**src/rtl/spq_pkg.sv**
```systemverilog
// Package for the sorted priority queue: port widths, codes and shared types.
package spq_pkg;

	// Default configuration
	localparam int unsigned DEPTH_DEF      = 8;
	localparam int unsigned PRIO_WIDTH_DEF = 8;

	// Fixed port field widths
	localparam int unsigned VALUE_W     = 32;
	localparam int unsigned PORT_PRIO_W = 8;
	localparam int unsigned OCC_W       = 4;
	localparam int unsigned STATUS_W    = 2;
	localparam int unsigned S_TDATA_W   = 40;
	localparam int unsigned M_TDATA_W   = 48;

	// Operation codes carried on s_tuser
	typedef enum logic {
		CMD_ENQ = 1'b0,
		CMD_DEQ = 1'b1
	} cmd_t;

	// Result status codes carried on m_tuser
	typedef enum logic [STATUS_W-1:0] {
		ST_DONE  = 2'd0,
		ST_FULL  = 2'd1,
		ST_EMPTY = 2'd2
	} status_t;

	// Per-cycle control broadcast to every cell
	typedef struct packed {
		logic enq;   // insert new item, shift lower entries back
		logic deq;   // remove head, shift all entries forward
	} cell_ctl_t;

endpackage

```
**src/rtl/sorted_priority_queue_top.sv**
```systemverilog
// Sorted priority queue built as a chain of entry cells.
// The result of an item is registered and is on the master side in the cycle after it is accepted.
// Throughput: one item per cycle; every cell compares and shifts in the same cycle.
// The result register frees as it is taken, so input stalls only while a result waits.
// Reset clears the entry count and the result valid; cell contents are not reset.
module sorted_priority_queue_top #(
	parameter int unsigned DEPTH      = spq_pkg::DEPTH_DEF,
	parameter int unsigned PRIO_WIDTH = spq_pkg::PRIO_WIDTH_DEF
) (
	input  logic                           clk,
	input  logic                           arst_n,
	input  logic                           s_tvalid,
	output logic                           s_tready,
	input  logic [spq_pkg::S_TDATA_W-1:0]  s_tdata,   // [31:0] item_value, [39:32] item_priority
	input  logic                           s_tuser,   // [0] cmd
	output logic                           m_tvalid,
	input  logic                           m_tready,
	output logic [spq_pkg::M_TDATA_W-1:0]  m_tdata,   // [31:0] out_value, [39:32] out_priority,
	                                                  // [43:40] occupancy, [47:44] zero
	output logic [spq_pkg::STATUS_W-1:0]   m_tuser    // [1:0] status
);
	import spq_pkg::*;

	localparam int unsigned CNT_W = $clog2(DEPTH + 1);

	logic                  accept;
	logic                  full;
	logic                  empty;
	cell_ctl_t             ctl;
	logic [VALUE_W-1:0]    in_value;
	logic [PRIO_WIDTH-1:0] in_prio;
	logic [PRIO_WIDTH+PORT_PRIO_W-1:0] in_prio_ext;
	logic [CNT_W-1:0]      count_q;
	logic [CNT_W-1:0]      count_d;
	logic [DEPTH-1:0]      occupied;
	logic [DEPTH-1:0]      cell_ge;
	logic [VALUE_W-1:0]    cell_value [DEPTH];
	logic [PRIO_WIDTH-1:0] cell_prio  [DEPTH];

	logic                  out_valid_q;
	status_t               status_q;
	logic [VALUE_W-1:0]    out_value_q;
	logic [PRIO_WIDTH-1:0] out_prio_q;
	logic [CNT_W-1:0]      occ_q;
	status_t               status_d;
	logic [PRIO_WIDTH+PORT_PRIO_W-1:0] out_prio_ext;
	logic [CNT_W+OCC_W-1:0]            occ_ext;

	// Unpack the input item
	assign in_value    = s_tdata[VALUE_W-1:0];
	assign in_prio_ext = {{PRIO_WIDTH{1'b0}}, s_tdata[VALUE_W +: PORT_PRIO_W]};
	assign in_prio     = in_prio_ext[PRIO_WIDTH-1:0];

	// Handshake and chain control
	assign s_tready = !out_valid_q || m_tready;
	assign accept   = s_tvalid && s_tready;
	assign full     = (count_q == CNT_W'(DEPTH));
	assign empty    = (count_q == '0);

	always_comb begin
		ctl.enq  = accept && (cmd_t'(s_tuser) == CMD_ENQ) && !full;
		ctl.deq  = accept && (cmd_t'(s_tuser) == CMD_DEQ) && !empty;
		count_d  = count_q;
		status_d = ST_DONE;
		if (accept) begin
			if (cmd_t'(s_tuser) == CMD_ENQ) begin
				if (full) begin
					status_d = ST_FULL;
				end else begin
					count_d = count_q + CNT_W'(1);
				end
			end else begin
				if (empty) begin
					status_d = ST_EMPTY;
				end else begin
					count_d = count_q - CNT_W'(1);
				end
			end
		end
	end

	// Mark held cells from the count
	always_comb begin
		for (int i = 0; i < DEPTH; i++) begin
			occupied[i] = (CNT_W'(i) < count_q);
		end
	end

	// Chain of cells
	for (genvar i = 0; i < DEPTH; i++) begin : g_cell
		logic                  left_ge;
		logic [VALUE_W-1:0]    left_value;
		logic [PRIO_WIDTH-1:0] left_prio;
		logic [VALUE_W-1:0]    right_value;
		logic [PRIO_WIDTH-1:0] right_prio;

		if (i == 0) begin : g_head
			assign left_ge    = 1'b1;
			assign left_value = in_value;
			assign left_prio  = in_prio;
		end else begin : g_body
			assign left_ge    = cell_ge[i-1];
			assign left_value = cell_value[i-1];
			assign left_prio  = cell_prio[i-1];
		end

		if (i == DEPTH - 1) begin : g_tail
			assign right_value = cell_value[i];
			assign right_prio  = cell_prio[i];
		end else begin : g_inner
			assign right_value = cell_value[i+1];
			assign right_prio  = cell_prio[i+1];
		end

		spq_cell #(
			.PRIO_WIDTH (PRIO_WIDTH)
		) u_cell (
			.clk         (clk),
			.ctl         (ctl),
			.occupied    (occupied[i]),
			.new_value   (in_value),
			.new_prio    (in_prio),
			.left_ge     (left_ge),
			.left_value  (left_value),
			.left_prio   (left_prio),
			.right_value (right_value),
			.right_prio  (right_prio),
			.ge          (cell_ge[i]),
			.value       (cell_value[i]),
			.prio        (cell_prio[i])
		);
	end

	// Entry count and result valid
	always_ff @(posedge clk or negedge arst_n) begin
		if (!arst_n) begin
			count_q     <= '0;
			out_valid_q <= 1'b0;
		end else begin
			count_q <= count_d;
			if (accept) begin
				out_valid_q <= 1'b1;
			end else if (m_tready) begin
				out_valid_q <= 1'b0;
			end
		end
	end

	// Capture the result; the head leaves only on a successful dequeue
	always_ff @(posedge clk) begin
		if (accept) begin
			status_q <= status_d;
			occ_q    <= count_d;
			if (ctl.deq) begin
				out_value_q <= cell_value[0];
				out_prio_q  <= cell_prio[0];
			end else begin
				out_value_q <= '0;
				out_prio_q  <= '0;
			end
		end
	end

	// Pack the result item
	assign out_prio_ext = {{PORT_PRIO_W{1'b0}}, out_prio_q};
	assign occ_ext      = {{OCC_W{1'b0}}, occ_q};
	assign m_tvalid     = out_valid_q;
	assign m_tuser      = status_q;
	assign m_tdata      = {{(M_TDATA_W - VALUE_W - PORT_PRIO_W - OCC_W){1'b0}},
	                       occ_ext[OCC_W-1:0],
	                       out_prio_ext[PORT_PRIO_W-1:0],
	                       out_value_q};

endmodule

```
**src/rtl/spq_cell.sv**
```systemverilog
// One storage cell of the sorted chain: holds one entry and trades it with its neighbors.
module spq_cell #(
	parameter int unsigned PRIO_WIDTH = spq_pkg::PRIO_WIDTH_DEF
) (
	input  logic                         clk,
	input  spq_pkg::cell_ctl_t           ctl,
	input  logic                         occupied,
	input  logic [spq_pkg::VALUE_W-1:0]  new_value,
	input  logic [PRIO_WIDTH-1:0]        new_prio,
	input  logic                         left_ge,
	input  logic [spq_pkg::VALUE_W-1:0]  left_value,
	input  logic [PRIO_WIDTH-1:0]        left_prio,
	input  logic [spq_pkg::VALUE_W-1:0]  right_value,
	input  logic [PRIO_WIDTH-1:0]        right_prio,
	output logic                         ge,
	output logic [spq_pkg::VALUE_W-1:0]  value,
	output logic [PRIO_WIDTH-1:0]        prio
);
	import spq_pkg::*;

	logic [VALUE_W-1:0]    value_q;
	logic [PRIO_WIDTH-1:0] prio_q;

	// Entry stays ahead of the new item when it is held and not lower
	assign ge    = occupied && (prio_q >= new_prio);
	assign value = value_q;
	assign prio  = prio_q;

	// Keep, take the new item, shift back from the left, or shift forward from the right
	always_ff @(posedge clk) begin
		if (ctl.enq) begin
			if (!ge) begin
				if (left_ge) begin
					value_q <= new_value;
					prio_q  <= new_prio;
				end else begin
					value_q <= left_value;
					prio_q  <= left_prio;
				end
			end
		end else if (ctl.deq) begin
			value_q <= right_value;
			prio_q  <= right_prio;
		end
	end

endmodule
```
**config.mk**
```make
export PLATFORM = sky130hd
export DESIGN_NAME = sorted_priority_queue_top
export DESIGN_NICKNAME = d
export VERILOG_FILES = /design/src/rtl/spq_pkg.sv /design/src/rtl/sorted_priority_queue_top.sv /design/src/rtl/spq_cell.sv
export SDC_FILE = /design/constraint.sdc
export NUM_CORES = 1
export LEC_CHECK = 0
export BUFFER_PORTS_ARGS = -buffer_cell sky130_fd_sc_hd__buf_2
export CORE_MARGIN = 5
export CORE_UTILIZATION = 38
export DETAILED_ROUTE_END_ITERATION = 16
export HOLD_SLACK_MARGIN = 0.12
export PLACE_DENSITY = 0.66
export SLEW_MARGIN = 0
export SYNTH_ARGS = -nofsm -noshare
export SYNTH_HDL_FRONTEND = slang
export SYNTH_HIERARCHICAL = 1
export SYNTH_SLANG_ARGS = --single-unit
```
**constraint.sdc**
```tcl
create_clock -name clk -period 5.9 [get_ports clk]
set_input_delay 0.885 -clock clk [delete_from_list [all_inputs] [get_ports clk]]
set_output_delay 0.885 -clock clk [all_outputs]
set_load 0.01 [all_outputs]
```
==> summary.md <==
| Metric | Value |
|---|---|
| Outcome | complete, no violations |
| CTS tree | done |
| Vias in the first global route | 13,100 |
| Max VDD drop | 0.234 mV |
| Crit-path max FO | 218 |
| Vias after detailed routing | between 10,000 and 15,000 |
| Final worst setup slack | 2.03 ns |
| Switching Share | 31.3% |
| Sequential share of power | 42.9% |
| Cts hold-fix bufs | 0 |
| Drt drc | 0 |
| Vias per cell | 5.30 |
| Tcrit/Tclk final | 65.6% |
| Pwr Density | 376 nW/um2 |
| CORE AREA | ~53,000 um2 |
| Pins Over Slew Limit | 0 |
| Syn avg cell area | approximately 11 um2 |
| GP Congestion | 0.783 |
| Worst setup EP type | flip-flop |
| Die area | roughly 58,000 um2 |
| Antenna viol nets, final | 0 |
| Row count | 84 |
| DRT Pass-1 Iters | 5 |
| Ys Warns | 6 |
| Critical R2R Capture | g_cell[3].u_cell/value[23] |
| Net count, final | 1,922 |
| Logic gate share of total power | 27.1% |
| Post-cts sizing count | 0 |
| Starting DRT DRC Count | 970 |
| Post-Syn Area | between 20,000 and 25,000 um2 |
| Maxcap violations | 0 |
| Max Fclk | 258 MHz |
| R2R Path Start | count_q[1] |
| DR WL/cell | between 15 and 20 um |
| Final wirelength | 48,400 um |
| Port bufs | between 90 and 100 |
| Reg-to-reg slack, setup | slightly above 2 ns |
| Clock Latency Late Sink | roughly 0.54 ns |
| CTS Buf Count | 39 |
| Type of the most critical hold path | in2async |
| Critical path class | reg2reg |
| Post-CTS setup buffer count | 0 |
| Fin Setup TNS | 0 ns |
| Clock Skew | 0.0153 ns |
| CP startpoint kind | flip-flop |
| Tightest Pin Transition | about 1.2 ns |
| Crit path required time | 6.10 ns |
| Hold Slack | 0.155 ns |
| DPL Wire Length | 30,700 um |
| First-pass GRT wire length | 74,700 um |
| Clk root buf | clkbuf_16 |
| Crit path from | count_q[1] |
| Die height | 241 um |
| Cells after Synth | 1,777 |
| Pin count of the biggest net entering global routing | 240 |
| Sequential element share of the synthesized area | 54.8% |
| Pleak | 8.71 nW |
| # fillers | 4,895 |
| Final setup viols | 0 |
| Clock network power share | a little under a third |
| CTS Sinks | roughly 370 |
| FF+latch count, synth | 371 |
| Fin area | 22,600 um2 |
| Non-filler cells, final | 2,528 |
| Fin crit period | between 3 and 4 ns |
| GRT overflow | 0 |
| Worst R2R Path Depth | 7 |
| P_int | around 6 mW |
| Synth cell types | 48 |
| Initial antenna violation count | 7 |
| Psw | between 2 and 3 mW |
| Max Buffers Root-to-Sink | 3 |
| Clock-pin slew on the worst setup and hold paths | 0.06 ns |
| WP data arrival | 4.07 ns |
| Fin. Hold Viols | 0 |
| Area post-placement | 21,300 um2 |
| Synth-to-layout area growth | 11.6% |
| Initial core utilization | 38.5% |
| Die width | 241 um |
| Layout cell share with drive strength beyond 1 | 13.5% |
| CP Capture Point | g_cell[3].u_cell/value[23] |
| Slew margin rel. | between 20% and 30% |
| I/O pins | 97 |
| H-tree depth | 2 |
| Placed insts | 2,456 |
| GRT Total Usage | 16.1% |
| RSZ-0062 raised after global routing | false |
| Pre-CTS setup slack | 1.91 ns |
==> critical path, cell delays in order, from the launching register on <==
cell and delay (ns):
dfrtp_1 0.46, inv_1 0.12, ha_1 0.32, a311oi_4 0.37
buf_12 0.49, nor2_1 0.19, a21oi_4 0.70, buf_4 0.47
==> power by group through the flow <==
stage | clock [mW] | sequential, mW | combinational [mW]
2_1_floorplan | 0 | 3.61 | 1.72
3_3_place_gp | 0 | 3.69 | 2.26
3_5_place_dp | 0 | 3.69 | 2.32
4_1_cts | 2.61 | 3.64 | 2.31
5_1_grt | 2.71 | 3.68 | 2.51
6_report | 2.55 | 3.64 | 2.31
==> per-layer routing <==
metal,vias to the layer above,global-route usage (%),routed length [um]
li1,6536,-,-
met1,6462,21.5,21300
met2,314,27.1,23300
met3,75,3.36,2660
met4,10,3.98,1010
met5,-,0,62
==> kinds of logic (layout without fill, tap and decap cells) <==
| logic type | count (synthesis) | count (layout) | share of synthesized area (%) |
|---|---|---|---|
| mux | 321 | 321 | 15.9 |
| flops | 371 | 371 | 54.8 |
| fa+ha+maj | 68 | 68 | 4.20 |
| buf+inv | 201 | 259 | 4.60 |
| xor+xnor | 2 | 2 | 0.0864 |
| simple gates | 415 | 415 | 9.41 |
| compound gates | 397 | 397 | 11.0 |
| other cells | 2 | 7 | 0.0370 |
==> area by class of cell <==
class	count	area [um2]	area share [%]
Multi-Input combinational cell	1208	8390	37.1
Inverter	77	289	1.28
Clock buffer	48	1030	4.56
Antenna cell	2	5.00	0.0221
Clock inverter	22	275	1.22
Sequential cell	371	11100	49.2
Tap cell	688	861	3.81
Timing Repair Buffer	112	648	2.87
==> registers in the layout, summed over array words and instances, names as in the netlist <==
register,count
count_q,4
g_cell.u_cell/prio,64
g_cell.u_cell/value,256
m_tuser,2
m_tvalid,1
occ_q,4
out_prio_q,8
out_value_q,32
==> cell usage in the layout (no fill, tap or decap), types with 2 or more instances in the layout <==
master     count
clkbuf_1       8
clkinv_2       7
or4_4          8
buf_4         17
ha_1          68
clkbuf_16     40
o21ai_0        3
a21oi_4        8
a21oi_2        8
nor2b_1        2
and2_4        33
o211ai_1       8
o22ai_1        2
nor2_1       331
a21o_2         2
nand2b_1       9
and2_1         6
nor3_1         2
nand2_1        3
a21oi_1      336
edfxtp_1     366
buf_2         92
dfrtp_1        5
mux2i_1      321
clkinv_1       5
a21o_1        16
diode_2        2
o32ai_4        7
buf_12         3
conb_1         5
inv_1         76
bufinv_16      6
nand3_1        9
==> Yosys cell counts, drive strengths merged <==
cell	count	area share, %
edfxtp	366	54
a21oi	352	9.0
nor2	332	6.2
mux2i	321	16
inv	77	1.4
buf	68	2.1
ha	68	4.2
clkbuf	56	1.0
and2	40	1.6
a21o	18	0.68
nand2b	10	0.35
nand3	9	0.22
o211ai	8	0.30
o32ai	8	0.64
or4	8	0.44
dfrtp	5	0.62
nand2	5	0.14
o21ai	3	0.074
and3	2	0.093
conb	2	0.037
nor2b	2	0.062
nor3	2	0.049
o22ai	2	0.062
a311oi	1	0.043
a31oi	1	0.031
and3b	1	0.049
and4bb	1	0.062
nand4	1	0.031
nor3b	1	0.037
o21bai	1	0.037
o221ai	1	0.043
o2bb2ai	1	0.043
o31a	1	0.043
or3	1	0.037
xnor2	1	0.043
xor2	1	0.043
==> how the worst min path moves through the flow <==
stage	startpoint	depth (start not counted)	end
after floorplan	g_cell[0].u_cell/value[12]	1	out_value_q[12]
after global placement	g_cell[0].u_cell/value[31]	1	out_value_q[31]
after detailed placement	g_cell[0].u_cell/value[15]	1	out_value_q[15]
after CTS	arst_n	1	m_tvalid
after global routing	arst_n	1	m_tvalid
final	arst_n	1	m_tvalid
==> stage by stage <==
| stage | power, mW | util [%] |
|---|---|---|
| 2_1_floorplan | 5.33 | - |
| 5_1_grt | 8.91 | 42.9 |
| 3_3_place_gp | 5.94 | 40.5 |
| 4_1_cts | 8.57 | 42.9 |
| 3_5_place_dp | 6.01 | 40.5 |
| 6_report | 8.50 | 42.9 |
Note: power is estimated with default switching activity, not from simulation.
